### config.mk
export PLATFORM = sky130hd
export DESIGN_NAME = lru_stack_depth_tracker
export DESIGN_NICKNAME = d
export VERILOG_FILES = /design/src/sv/lsdt_pkg.sv /design/src/sv/lru_stack_depth_tracker.sv /design/src/sv/lsdt_cell.sv /design/src/sv/lsdt_depth_enc.sv
export VERILOG_INCLUDE_DIRS = /design/src /design/src/sv
export SDC_FILE = /design/constraint.sdc
export NUM_CORES = 2
export LEC_CHECK = 0
export ABC_CLOCK_PERIOD_IN_PS = 16360
export BUFFER_PORTS_ARGS = -buffer_cell sky130_fd_sc_hd__buf_4
export CAP_MARGIN = 20
export CELL_PAD_IN_SITES_DETAIL_PLACEMENT = 1
export CELL_PAD_IN_SITES_GLOBAL_PLACEMENT = 1
export CORE_MARGIN = 4
export CORE_UTILIZATION = 57
export CTS_BUF_LIST = sky130_fd_sc_hd__clkbuf_4 sky130_fd_sc_hd__clkbuf_8
export DETAILED_ROUTE_END_ITERATION = 16
export GPL_ROUTABILITY_DRIVEN = 0
export PLACE_DENSITY_LB_ADDON = 0.1
export SYNTH_ARGS = -nofsm -noshare
export SYNTH_HDL_FRONTEND = slang
export SYNTH_HIERARCHICAL = 1
export SYNTH_SLANG_ARGS = --single-unit
### constraint.sdc
create_clock -name clk -period 16.36 [get_ports clk]
set_clock_uncertainty 0.2 [all_clocks]
set_input_delay 2.454 -clock clk [delete_from_list [all_inputs] [get_ports clk]]
set_output_delay 2.454 -clock clk [all_outputs]
set_load 0.1 [all_outputs]
### src/sv/assert_macros.svh
// Assertion macros shared by the RTL of the LRU stack depth tracker.
// Depends on nothing; the files that check their own logic include it.
`ifndef ASSERT_MACROS_SVH
`define ASSERT_MACROS_SVH

`ifndef SYNTHESIS

`define LSDT_ASSERT(label, clk, rst_n, prop) \
    label: assert property (@(posedge clk) disable iff (!rst_n) prop) \
        else $error("lru stack depth tracker check failed");

`define LSDT_NEVER(label, clk, rst_n, expr) \
    label: assert property (@(posedge clk) disable iff (!rst_n) !(expr)) \
        else $error("lru stack depth tracker forbidden condition");

`else

`define LSDT_ASSERT(label, clk, rst_n, prop)
`define LSDT_NEVER(label, clk, rst_n, expr)

`endif

`endif

### src/sv/lsdt_pkg.sv
// Shared constants and types of the LRU stack depth tracker.
// Depends on nothing; used by every module of the block.
package lsdt_pkg;

    localparam int STACK_DEPTH = 64;
    localparam int PAGE_BITS   = 32;
    localparam int CAP_W       = 7;
    localparam int DEPTH_W     = 7;
    localparam int OCC_W       = $clog2(STACK_DEPTH + 1);

    localparam logic [CAP_W-1:0] CAP_RESET = CAP_W'(64);

    typedef struct packed {
        logic step;
        logic valid;
    } cell_ctrl_t;

    typedef struct packed {
        logic match;
        logic found;
    } cell_stat_t;

endpackage

### src/sv/lru_stack_depth_tracker.sv
// LRU stack depth tracker: a row of cells holding distinct pages, most recent
// on top, answering each page request with hit and 1-based stack depth.
// Depends on lsdt_pkg, lsdt_cell, lsdt_depth_enc and assert_macros.svh.
//
// Usage:
//   Input channel (page, in_valid, in_stall) takes one page request.
//   Output channel (hit, depth, out_valid, out_stall) returns one result per
//   request, in request order; depth is 0 on a miss.
//   Configuration channel (cfg_data, cfg_valid, cfg_ready) writes capacity;
//   it is always ready and should be used only while no request is pending.
//   Every cell compares its page with the request in the same cycle and
//   shifts down when no match lies above it; the result is registered, and
//   a new request can be taken every cycle while in_stall is low.
//   The compare and the match ripple down the 64-cell row set the cycle time.
//   A two-entry output stage keeps taking requests while one result waits;
//   in_stall rises only when both entries are full because out_stall held.
//   Reset empties the stack, sets capacity to 64 and clears the output stage.
`include "assert_macros.svh"

module lru_stack_depth_tracker (
    input  logic                           clk,
    input  logic                           rst_n,
    input  logic                           in_valid,
    output logic                           in_stall,
    input  logic [lsdt_pkg::PAGE_BITS-1:0] page,
    output logic                           out_valid,
    input  logic                           out_stall,
    output logic                           hit,
    output logic [lsdt_pkg::DEPTH_W-1:0]   depth,
    input  logic                           cfg_valid,
    output logic                           cfg_ready,
    input  logic [lsdt_pkg::CAP_W-1:0]     cfg_data
);

    localparam int N = lsdt_pkg::STACK_DEPTH;

    logic [lsdt_pkg::CAP_W-1:0]     capacity_reg;
    logic [lsdt_pkg::OCC_W-1:0]     occ_reg;
    logic [lsdt_pkg::OCC_W-1:0]     occ_next;
    logic [lsdt_pkg::OCC_W-1:0]     cap_eff;

    logic                           out_valid_reg;
    logic                           out_hit_reg;
    logic [lsdt_pkg::DEPTH_W-1:0]   out_depth_reg;
    logic                           skid_valid_reg;
    logic                           skid_hit_reg;
    logic [lsdt_pkg::DEPTH_W-1:0]   skid_depth_reg;

    logic                           accept;
    logic                           out_take;
    logic                           hit_now;
    logic [lsdt_pkg::DEPTH_W-1:0]   depth_now;
    logic [N-1:0]                   match_vec;
    logic [N:0]                     found_chain;
    logic [lsdt_pkg::PAGE_BITS-1:0] entry_w [N];
    lsdt_pkg::cell_stat_t           stat_w [N];
    lsdt_pkg::cell_ctrl_t           ctrl_w [N];

    assign cfg_ready = 1'b1;
    assign in_stall  = skid_valid_reg;
    assign accept    = in_valid && !in_stall;
    assign out_take  = out_valid_reg && !out_stall;
    assign out_valid = out_valid_reg;
    assign hit       = out_hit_reg;
    assign depth     = out_depth_reg;

    assign found_chain[0] = 1'b0;
    assign hit_now        = found_chain[N];

    genvar gi;
    generate
        for (gi = 0; gi < N; gi++)
        begin : g_cell
            logic [lsdt_pkg::PAGE_BITS-1:0] above;

            if (gi == 0)
            begin : g_top
                assign above = page;
            end
            else
            begin : g_lower
                assign above = entry_w[gi-1];
            end

            assign ctrl_w[gi].step  = accept;
            assign ctrl_w[gi].valid = occ_reg > lsdt_pkg::OCC_W'(gi);

            lsdt_cell u_cell (
                .clk         (clk),
                .ctrl        (ctrl_w[gi]),
                .page        (page),
                .entry_above (above),
                .found_in    (found_chain[gi]),
                .entry       (entry_w[gi]),
                .stat        (stat_w[gi])
            );

            assign match_vec[gi]      = stat_w[gi].match;
            assign found_chain[gi+1]  = stat_w[gi].found;
        end
    endgenerate

    lsdt_depth_enc u_depth_enc (
        .match_vec (match_vec),
        .depth     (depth_now)
    );

    always_comb
    begin
        if (capacity_reg == '0)
        begin
            cap_eff = lsdt_pkg::OCC_W'(1);
        end
        else if (lsdt_pkg::OCC_W'(capacity_reg) > lsdt_pkg::OCC_W'(N))
        begin
            cap_eff = lsdt_pkg::OCC_W'(N);
        end
        else
        begin
            cap_eff = lsdt_pkg::OCC_W'(capacity_reg);
        end

        if (hit_now)
        begin
            occ_next = (occ_reg > cap_eff) ? cap_eff : occ_reg;
        end
        else
        begin
            occ_next = (occ_reg >= cap_eff) ? cap_eff : occ_reg + lsdt_pkg::OCC_W'(1);
        end
    end

    always_ff @(posedge clk or negedge rst_n)
    begin
        if (!rst_n)
        begin
            capacity_reg   <= lsdt_pkg::CAP_RESET;
            occ_reg        <= '0;
            out_valid_reg  <= 1'b0;
            skid_valid_reg <= 1'b0;
        end
        else
        begin
            if (cfg_valid && cfg_ready)
            begin
                capacity_reg <= cfg_data;
            end
            if (accept)
            begin
                occ_reg <= occ_next;
            end
            if (!out_valid_reg || out_take)
            begin
                if (skid_valid_reg)
                begin
                    out_valid_reg  <= 1'b1;
                    skid_valid_reg <= 1'b0;
                end
                else
                begin
                    out_valid_reg <= accept;
                end
            end
            else if (accept)
            begin
                skid_valid_reg <= 1'b1;
            end
        end
    end

    always_ff @(posedge clk)
    begin
        if (!out_valid_reg || out_take)
        begin
            if (skid_valid_reg)
            begin
                out_hit_reg   <= skid_hit_reg;
                out_depth_reg <= skid_depth_reg;
            end
            else
            begin
                out_hit_reg   <= hit_now;
                out_depth_reg <= depth_now;
            end
        end
        else if (accept)
        begin
            skid_hit_reg   <= hit_now;
            skid_depth_reg <= depth_now;
        end
    end

    `LSDT_ASSERT(a_occ_bound, clk, rst_n, occ_reg <= lsdt_pkg::OCC_W'(N))
    `LSDT_ASSERT(a_match_unique, clk, rst_n, $onehot0(match_vec))
    `LSDT_NEVER(a_skid_alone, clk, rst_n, skid_valid_reg && !out_valid_reg)
    `LSDT_ASSERT(a_push_fills, clk, rst_n, accept |=> occ_reg != '0)

endmodule

### src/sv/lsdt_cell.sv
// One stack cell: holds one page, compares it with the request and takes its
// upper neighbor's page when no match lies above it. Depends on lsdt_pkg.
module lsdt_cell (
    input  logic                           clk,
    input  lsdt_pkg::cell_ctrl_t           ctrl,
    input  logic [lsdt_pkg::PAGE_BITS-1:0] page,
    input  logic [lsdt_pkg::PAGE_BITS-1:0] entry_above,
    input  logic                           found_in,
    output logic [lsdt_pkg::PAGE_BITS-1:0] entry,
    output lsdt_pkg::cell_stat_t           stat
);

    logic [lsdt_pkg::PAGE_BITS-1:0] entry_reg;
    logic                           match;

    assign match      = ctrl.valid && (entry_reg == page);
    assign stat.match = match;
    assign stat.found = found_in | match;
    assign entry      = entry_reg;

    always_ff @(posedge clk)
    begin
        if (ctrl.step && !found_in)
        begin
            entry_reg <= entry_above;
        end
    end

endmodule

### src/sv/lsdt_depth_enc.sv
// Turns the one-hot match vector of the cell row into a 1-based depth.
// Depends on lsdt_pkg.
module lsdt_depth_enc (
    input  logic [lsdt_pkg::STACK_DEPTH-1:0] match_vec,
    output logic [lsdt_pkg::DEPTH_W-1:0]     depth
);

    always_comb
    begin
        depth = '0;
        for (int i = 0; i < lsdt_pkg::STACK_DEPTH; i++)
        begin
            if (match_vec[i])
            begin
                depth = depth | lsdt_pkg::DEPTH_W'(i + 1);
            end
        end
    end

endmodule

Yosys cells after proc, flatten, opt, wreduce, memory -nomap -nowiden

Index checks and enable logic that the tools add are counted.

Register bits: 2080
Output and inout bits: 11
Bits of input ports: 44
Logic and storage cells: 556

Magnitude comparators: 67
Add/subtract/negate cells: 1
Reductions and logical operators: 201
Equality and inequality tests: 66
Multiplexer cells: 85
Bitwise logic cells: 64

Operators by type and width:

| cell                                                                  | number |
|---|---|
| 32-bit equality test                                                  | 64 |
| 7-bit by 6-bit > comparator with 1-bit output (second input constant) | 32 |
| 6-bit two-way mux                                                     | 32 |
| 1-bit logical AND                                                     | 129 |
| 7-bit by 5-bit > comparator with 1-bit output (second input constant) | 16 |
| 5-bit two-way mux                                                     | 16 |
| 7-bit two-way mux                                                     | 11 |
| 1-bit logical NOT                                                     | 66 |
| 1-bit bitwise OR                                                      | 63 |
| 7-bit by 4-bit > comparator with 1-bit output (second input constant) | 8 |
| 4-bit two-way mux                                                     | 8 |
| 7-bit by 3-bit > comparator with 1-bit output (second input constant) | 4 |
| 7-bit by 1-bit > comparator with 1-bit output (second input constant) | 2 |
| 7-bit by 2-bit > comparator with 1-bit output (second input constant) | 2 |
| 1-bit two-way mux                                                     | 12 |
| 3-bit two-way mux                                                     | 4 |
| 7-bit by 1-bit adder with 7-bit output (second input constant)        | 1 |
| 7-bit >= comparator                                                   | 1 |
| 7-bit > comparator                                                    | 1 |
| 7-bit > comparator (second input constant)                            | 1 |
| 7-bit logical NOT                                                     | 1 |
| 2-bit AND reduction                                                   | 3 |
| 2-bit two-way mux                                                     | 2 |
| 2-bit by 1-bit != test with 1-bit output (second input constant)      | 1 |
| 4 further kinds                                                       | 4 |

Logic depth before layout (Yosys ltp)

Depth in word-level cells: 68
Depth in mapped cells: 138
Depth with buffers taken out: 136

Cells and area by module

Netlist, hierarchy kept.

By module, submodules not included:

| module                  | area each (um2) | cells each | sequential area each (um2) | instances |
|---|---|---|---|---|
| lsdt_cell               | 1336.3          | 80         | 960.9                      | 64 |
| lru_stack_depth_tracker | 2298.5          | 275        | 882.1                      | 1 |
| lsdt_depth_enc          | 319.1           | 51         | 0.0                        | 1 |

Least setup slack after synthesis

No wires, ideal clock.

Kind: input -> register
Start point: input port page[30] in the netlist's numbering
End point: register occ_reg[5] in the netlist's numbering
Setup slack: 3039 ps
Cell stages on the path: 136
Arrival time: 13000 ps
Buffers on the path: 1
Required time: 16039 ps
Library setup time: 121 ps
Path through: xor2_1 > nor4_1 > nand4_1 > o31ai_1 > inv_1 > o31ai_1 > inv_1 > o31ai_1 > inv_1 > o31ai_1 > inv_1 > o31ai_1 > inv_1 > o31ai_1 > inv_1 > o31ai_1 > inv_1 > o31ai_1 > (+100 left out) > inv_1 > o31ai_1 > inv_1 > o31ai_1 > inv_1 > o31ai_1 > inv_1 > o31ai_1 > inv_1 > o31ai_1 > inv_1 > o31ai_1 > nand4_1 > o21ai_0 > a31o_2 > buf_2 > a21oi_1 > o22a_1

Word-level cells in the longest chain between the ends: 67

Ends and longest elaborated chain:

| element                                            | line                           | source |
|---|---|---|
| start: declaration                                 | lru_stack_depth_tracker.sv:25  | `input logic [lsdt_pkg::PAGE_BITS-1:0] page,` |
| 32-bit equality test *                             | lsdt_cell.sv:16                | `assign match = ctrl.valid && (entry_reg == page);` |
| 1-bit logical AND *                                | lsdt_cell.sv:16                |  |
| net found_chain[1]                                 | lru_stack_depth_tracker.sv:54  | `logic [N:0] found_chain;` |
| 1-bit bitwise OR *                                 | lsdt_cell.sv:18                | `assign stat.found = found_in \| match;` |
| net found_chain[2]                                 | lru_stack_depth_tracker.sv:54  |  |
| 1-bit bitwise OR *                                 | lsdt_cell.sv:18                |  |
| net found_chain[3]                                 | lru_stack_depth_tracker.sv:54  |  |
| 1-bit bitwise OR *                                 | lsdt_cell.sv:18                |  |
| net found_chain[4]                                 | lru_stack_depth_tracker.sv:54  |  |
| (+1 left out)                                      | n/a                            |  |
| net found_chain[5]                                 | lru_stack_depth_tracker.sv:54  |  |
| (+1 left out)                                      | n/a                            |  |
| net found_chain[6]                                 | lru_stack_depth_tracker.sv:54  |  |
| (+1 left out)                                      | n/a                            |  |
| net found_chain[7]                                 | lru_stack_depth_tracker.sv:54  |  |
| (+1 left out)                                      | n/a                            |  |
| net found_chain[8]                                 | lru_stack_depth_tracker.sv:54  |  |
| (+1 left out)                                      | n/a                            |  |
| net found_chain[9]                                 | lru_stack_depth_tracker.sv:54  |  |
| (+1 left out)                                      | n/a                            |  |
| net found_chain[10]                                | lru_stack_depth_tracker.sv:54  |  |
| (+1 left out)                                      | n/a                            |  |
| net found_chain[11]                                | lru_stack_depth_tracker.sv:54  |  |
| (+1 left out)                                      | n/a                            |  |
| net found_chain[12]                                | lru_stack_depth_tracker.sv:54  |  |
| (+1 left out)                                      | n/a                            |  |
| net found_chain[13]                                | lru_stack_depth_tracker.sv:54  |  |
| (+1 left out)                                      | n/a                            |  |
| net found_chain[14]                                | lru_stack_depth_tracker.sv:54  |  |
| (+1 left out)                                      | n/a                            |  |
| net found_chain[15]                                | lru_stack_depth_tracker.sv:54  |  |
| (+1 left out)                                      | n/a                            |  |
| net found_chain[16]                                | lru_stack_depth_tracker.sv:54  |  |
| (+1 left out)                                      | n/a                            |  |
| net found_chain[17]                                | lru_stack_depth_tracker.sv:54  |  |
| (+1 left out)                                      | n/a                            |  |
| net found_chain[18]                                | lru_stack_depth_tracker.sv:54  |  |
| (+1 left out)                                      | n/a                            |  |
| net found_chain[19]                                | lru_stack_depth_tracker.sv:54  |  |
| (+1 left out)                                      | n/a                            |  |
| net found_chain[20]                                | lru_stack_depth_tracker.sv:54  |  |
| (+1 left out)                                      | n/a                            |  |
| net found_chain[21]                                | lru_stack_depth_tracker.sv:54  |  |
| (+1 left out)                                      | n/a                            |  |
| net found_chain[22]                                | lru_stack_depth_tracker.sv:54  |  |
| (+1 left out)                                      | n/a                            |  |
| net found_chain[23]                                | lru_stack_depth_tracker.sv:54  |  |
| (+1 left out)                                      | n/a                            |  |
| net found_chain[24]                                | lru_stack_depth_tracker.sv:54  |  |
| (+1 left out)                                      | n/a                            |  |
| net found_chain[25]                                | lru_stack_depth_tracker.sv:54  |  |
| (+1 left out)                                      | n/a                            |  |
| net found_chain[26]                                | lru_stack_depth_tracker.sv:54  |  |
| (+1 left out)                                      | n/a                            |  |
| net found_chain[27]                                | lru_stack_depth_tracker.sv:54  |  |
| (+1 left out)                                      | n/a                            |  |
| net found_chain[28]                                | lru_stack_depth_tracker.sv:54  |  |
| (+1 left out)                                      | n/a                            |  |
| net found_chain[29]                                | lru_stack_depth_tracker.sv:54  |  |
| (+1 left out)                                      | n/a                            |  |
| net found_chain[30]                                | lru_stack_depth_tracker.sv:54  |  |
| (+1 left out)                                      | n/a                            |  |
| net found_chain[31]                                | lru_stack_depth_tracker.sv:54  |  |
| (+1 left out)                                      | n/a                            |  |
| net found_chain[32]                                | lru_stack_depth_tracker.sv:54  |  |
| (+1 left out)                                      | n/a                            |  |
| net found_chain[33]                                | lru_stack_depth_tracker.sv:54  |  |
| (+1 left out)                                      | n/a                            |  |
| net found_chain[34]                                | lru_stack_depth_tracker.sv:54  |  |
| (+1 left out)                                      | n/a                            |  |
| net found_chain[35]                                | lru_stack_depth_tracker.sv:54  |  |
| (+1 left out)                                      | n/a                            |  |
| net found_chain[36]                                | lru_stack_depth_tracker.sv:54  |  |
| (+1 left out)                                      | n/a                            |  |
| net found_chain[37]                                | lru_stack_depth_tracker.sv:54  |  |
| (+1 left out)                                      | n/a                            |  |
| net found_chain[38]                                | lru_stack_depth_tracker.sv:54  |  |
| (+1 left out)                                      | n/a                            |  |
| net found_chain[39]                                | lru_stack_depth_tracker.sv:54  |  |
| (+1 left out)                                      | n/a                            |  |
| net found_chain[40]                                | lru_stack_depth_tracker.sv:54  |  |
| (+1 left out)                                      | n/a                            |  |
| net found_chain[41]                                | lru_stack_depth_tracker.sv:54  |  |
| (+1 left out)                                      | n/a                            |  |
| net found_chain[42]                                | lru_stack_depth_tracker.sv:54  |  |
| (+1 left out)                                      | n/a                            |  |
| net found_chain[43]                                | lru_stack_depth_tracker.sv:54  |  |
| (+1 left out)                                      | n/a                            |  |
| net found_chain[44]                                | lru_stack_depth_tracker.sv:54  |  |
| (+1 left out)                                      | n/a                            |  |
| net found_chain[45]                                | lru_stack_depth_tracker.sv:54  |  |
| (+1 left out)                                      | n/a                            |  |
| net found_chain[46]                                | lru_stack_depth_tracker.sv:54  |  |
| (+1 left out)                                      | n/a                            |  |
| net found_chain[47]                                | lru_stack_depth_tracker.sv:54  |  |
| (+1 left out)                                      | n/a                            |  |
| net found_chain[48]                                | lru_stack_depth_tracker.sv:54  |  |
| (+1 left out)                                      | n/a                            |  |
| net found_chain[49]                                | lru_stack_depth_tracker.sv:54  |  |
| (+1 left out)                                      | n/a                            |  |
| net found_chain[50]                                | lru_stack_depth_tracker.sv:54  |  |
| (+1 left out)                                      | n/a                            |  |
| net found_chain[51]                                | lru_stack_depth_tracker.sv:54  |  |
| (+1 left out)                                      | n/a                            |  |
| net found_chain[52]                                | lru_stack_depth_tracker.sv:54  |  |
| (+1 left out)                                      | n/a                            |  |
| net found_chain[53]                                | lru_stack_depth_tracker.sv:54  |  |
| (+1 left out)                                      | n/a                            |  |
| net found_chain[54]                                | lru_stack_depth_tracker.sv:54  |  |
| (+1 left out)                                      | n/a                            |  |
| net found_chain[55]                                | lru_stack_depth_tracker.sv:54  |  |
| (+1 left out)                                      | n/a                            |  |
| net found_chain[56]                                | lru_stack_depth_tracker.sv:54  |  |
| (+1 left out)                                      | n/a                            |  |
| net found_chain[57]                                | lru_stack_depth_tracker.sv:54  |  |
| (+1 left out)                                      | n/a                            |  |
| net found_chain[58]                                | lru_stack_depth_tracker.sv:54  |  |
| (+1 left out)                                      | n/a                            |  |
| net found_chain[59]                                | lru_stack_depth_tracker.sv:54  |  |
| (+1 left out)                                      | n/a                            |  |
| net found_chain[60]                                | lru_stack_depth_tracker.sv:54  |  |
| (+1 left out)                                      | n/a                            |  |
| net found_chain[61]                                | lru_stack_depth_tracker.sv:54  |  |
| 1-bit bitwise OR *                                 | lsdt_cell.sv:18                |  |
| net found_chain[62]                                | lru_stack_depth_tracker.sv:54  |  |
| 1-bit bitwise OR *                                 | lsdt_cell.sv:18                |  |
| net found_chain[63]                                | lru_stack_depth_tracker.sv:54  |  |
| 1-bit bitwise OR *                                 | lsdt_cell.sv:18                |  |
| net found_chain[64]                                | lru_stack_depth_tracker.sv:54  |  |
| 2-bit by 1-bit != test with 1-bit output (no line) | n/a                            |  |
| 2-bit AND reduction (no line)                      | n/a                            |  |
| end signal: assignment                             | lru_stack_depth_tracker.sv:150 | `occ_reg <= occ_next;` |
| end: declaration                                   | lru_stack_depth_tracker.sv:38  | `logic [lsdt_pkg::OCC_W-1:0] occ_reg;` |

The timed path passes the listed nets; every way through them passes the cells marked *.
A chain may end at the register's enable or synchronous reset.

Worst setup path after layout

Start point: input port page[28] in the netlist's numbering
End point: register occ_reg[0] in the netlist's numbering

The elaborated chain is that of the path after synthesis.

==> reports/metrics.csv <==
metric,value,unit
Reg2Reg Setup Slack,1770,ps
most frequent cells in the layout,"edfxtp_1 (2064), xor2_1 (1984), nor4_1 (461), buf_4 (373), clkbuf_8 (360)",
largest net degree at the start of global routing,67,
"Worst Path Class, Setup",input pin to flop,
vias in the first global route,55000,
1st-iter DRT viols,5087,
"Area growth, synth to finish",14.1,%
post-route cell area,101000,um^2
Clock Power Share,0.376,
origin of the worst min-delay path,g_cell[54].u_cell/entry[28],
Cell Int Power,8.93,mW
ys async rst share,0.00769,
Fill cells,13700,
"most common cell after layout, fill and taps aside",edfxtp_1,
FP Rows,144,
clk_lat worst skew,1050,ps
switching power,3.10,mW
Die ar.,161000,um^2
# hold bufs at CTS,0,
post-synthesis sequential area ratio,0.708,
Hold Slack,213,ps
final setup vio count,0,
"Slowest-stage cell, CP",nor4_1,
outcome,completed,
clk slew on worst S/H paths,60,ps
Slew Limit Fails,0,
post-synth cell types,52,
routed vias/inst,6.12,
yosys warns,6,
max reg flops,2048,
IO Port Bufs,53,
HP Class,flop to flop,
maximum VDD drop,0.0000885,V
"Top cell by count, worst path",inv_1,
Initial Utilization,0.573,
global route overflow,0,
Crit. End Element,flop,
Tot GR Track Use,0.316,
Critical Path Fanout Max,5,
Post-Syn Area,88100,um^2
worst reg2reg startpoint,occ_reg[0],
Clock Sink Count,2080,
Final Hold Violating Endpoints,0,
Worst Hold Path EP,g_cell[55].u_cell/entry[28],
DR vias,51300,
DRC,0,
pwr dens,120,nW/um^2
wire per inst,30.8,um
share of cells above drive strength 1,0.169,
CP Data Arrival Time,16330,ps
Post-DP HPWL,183000,um
Max Cap Violations,0,
Post-Route WL,259000,um
final period utilization,0.957,
R2R depth,135,
LEAKAGE,35.2,nW
Final min period,15650,ps
Seq pwr share,0.525,
Top-Level Pins,55,
H-tree depth,5,
sw frac,0.258,
CTS tree,yes,
fmax,63.9,MHz
Post-Syn Instances,5446,
Worst Tran Pin Value,1100,ps
total placed instance area,93400,um^2
Horiz. Die Dim,401,um
Pre-Repair DR Iteration Count,5,
ys flop type,edfxtp_1,
CTS Buffer Depth,4,
Post-synth EDFFs,2064,
Comb power frac,0.099,
post-route ant nets,0,
Hold Path Stages,0,
first-pass GRT wire length,373000,um
Slew HR,0.263,
Setup crit start kind,input pin,
Reg-to-Reg End,occ_reg[0],
initial antenna violation count,7,
Inserted Clock Buffers,350,
CTS root buf,clkbuf_8,
die height,401,um
Worst Path Required,17040,ps
worst stage delay on the critical path,400,ps
"flops & latches, synth",2080,
NumNets Final,6162,
Core Area,154000,um^2
Avg Synthesized Cell Area,16.2,um^2
what timing repair did:
| item | CTS | global route |
|---|---|---|
| pin swaps | 0 | 5 |
| gates resized for setup | 4 | 87 |
| hold endpoints to repair | 0 | 0 |
| setup endpoints to repair | 7 | 201 |
| cloned | 0 | 0 |
| setup buffers | 0 | 3 |
critical path: cells and delay by family:
family	cells	cell delay [ps]
buffers and inverters	66	6620
AOI/OAI and AO/OA	67	6190
xor gates and xnor gates	1	160
and+or+nand+nor	4	860
power by group through the flow:
stage | Clock (mW) | Sequential [mW] | Combinational (mW)
6_report | 4.53 | 6.32 | 1.19
5_1_grt | 4.86 | 6.33 | 1.25
4_1_cts | 4.60 | 6.32 | 1.16
3_5_place_dp | 0 | 6.42 | 1.14
3_3_place_gp | 0 | 6.41 | 1.09
2_1_floorplan | 0 | 6.35 | 0.608
metal layers:
layer  up-vias  global-route usage  wire (um)
li1      21500                   -          -
met1     27000               0.406     100000
met2      2170               0.527     128000
met3       585              0.0645      18900
met4         2               0.132      11400
met5         -                   0         13
worst max path at each step:
stage,slack [ps],cells after the start,to,from
after floorplan,3040,136,occ_reg[5],page[30]
after global placement,-610,135,occ_reg[2],page[15]
after detailed placement,-1150,135,occ_reg[4],page[15]
after CTS,10,134,occ_reg[4],page[20]
after global routing,-450,136,occ_reg[0],page[20]
final,710,138,occ_reg[0],page[28]
final cells by class:
| type | instances | area, um^2 | share of cell area |
|---|---|---|---|
| antenna | 5 | 12.5 | 0.000124 |
| sequential | 2080 | 62400 | 0.620 |
| multi-input combinational | 3208 | 25600 | 0.254 |
| tap | 2044 | 2560 | 0.0254 |
| clock buffer | 454 | 5660 | 0.0563 |
| timing repair buffer | 395 | 3190 | 0.0318 |
| inverter | 72 | 270 | 0.00269 |
| clock inverter | 135 | 915 | 0.00910 |
synthesized netlist by cell type, types with 6 or more instances:
library cell	number	share of area
xnor2_1	64	0.0064
mux2_2	14	0.0018
nand4_1	68	0.0048
edfxtp_1	2064	0.70
buf_4	66	0.0056
nor2_1	28	0.0012
dfrtp_1	15	0.0043
nor4_1	468	0.033
nor2b_1	65	0.0046
or4_1	6	0.00051
ha_1	11	0.0016
clkbuf_1	15	0.00064
inv_1	72	0.0031
o31ai_1	67	0.0057
nand2_1	40	0.0017
nand3_1	138	0.0078
nor3_1	140	0.0079
o21ai_0	41	0.0023
xor2_1	1984	0.20
or2_2	6	0.00043
a21oi_1	18	0.0010
metrics by stage:
step | setup slack [ps] | utilization | instances | total power [mW] | setup TNS, ps
after floorplan | 3040 | - | 5447 | 6.96 | 0
after CTS | 14.9 | 0.650 | 8382 | 12.1 | 0
final | 706 | 0.654 | 8393 | 12.0 | 0
after global routing | -454 | 0.654 | 8391 | 12.4 | -3060
after global placement | -610 | 0.607 | 7793 | 7.50 | -4120
after detailed placement | -1150 | 0.607 | 7793 | 7.56 | -36210
logic make-up after synthesis:
logic type	after synthesis	synth area share
compound gates	149	0.0112
xor+xnor	2048	0.204
fa+ha+maj	11	0.00156
buf+inv	159	0.00970
flops	2080	0.708
mux	18	0.00224
other cells	2	0.0000852
simple gates	979	0.0640
No activity file was read; power rests on OpenSTA's default activity.
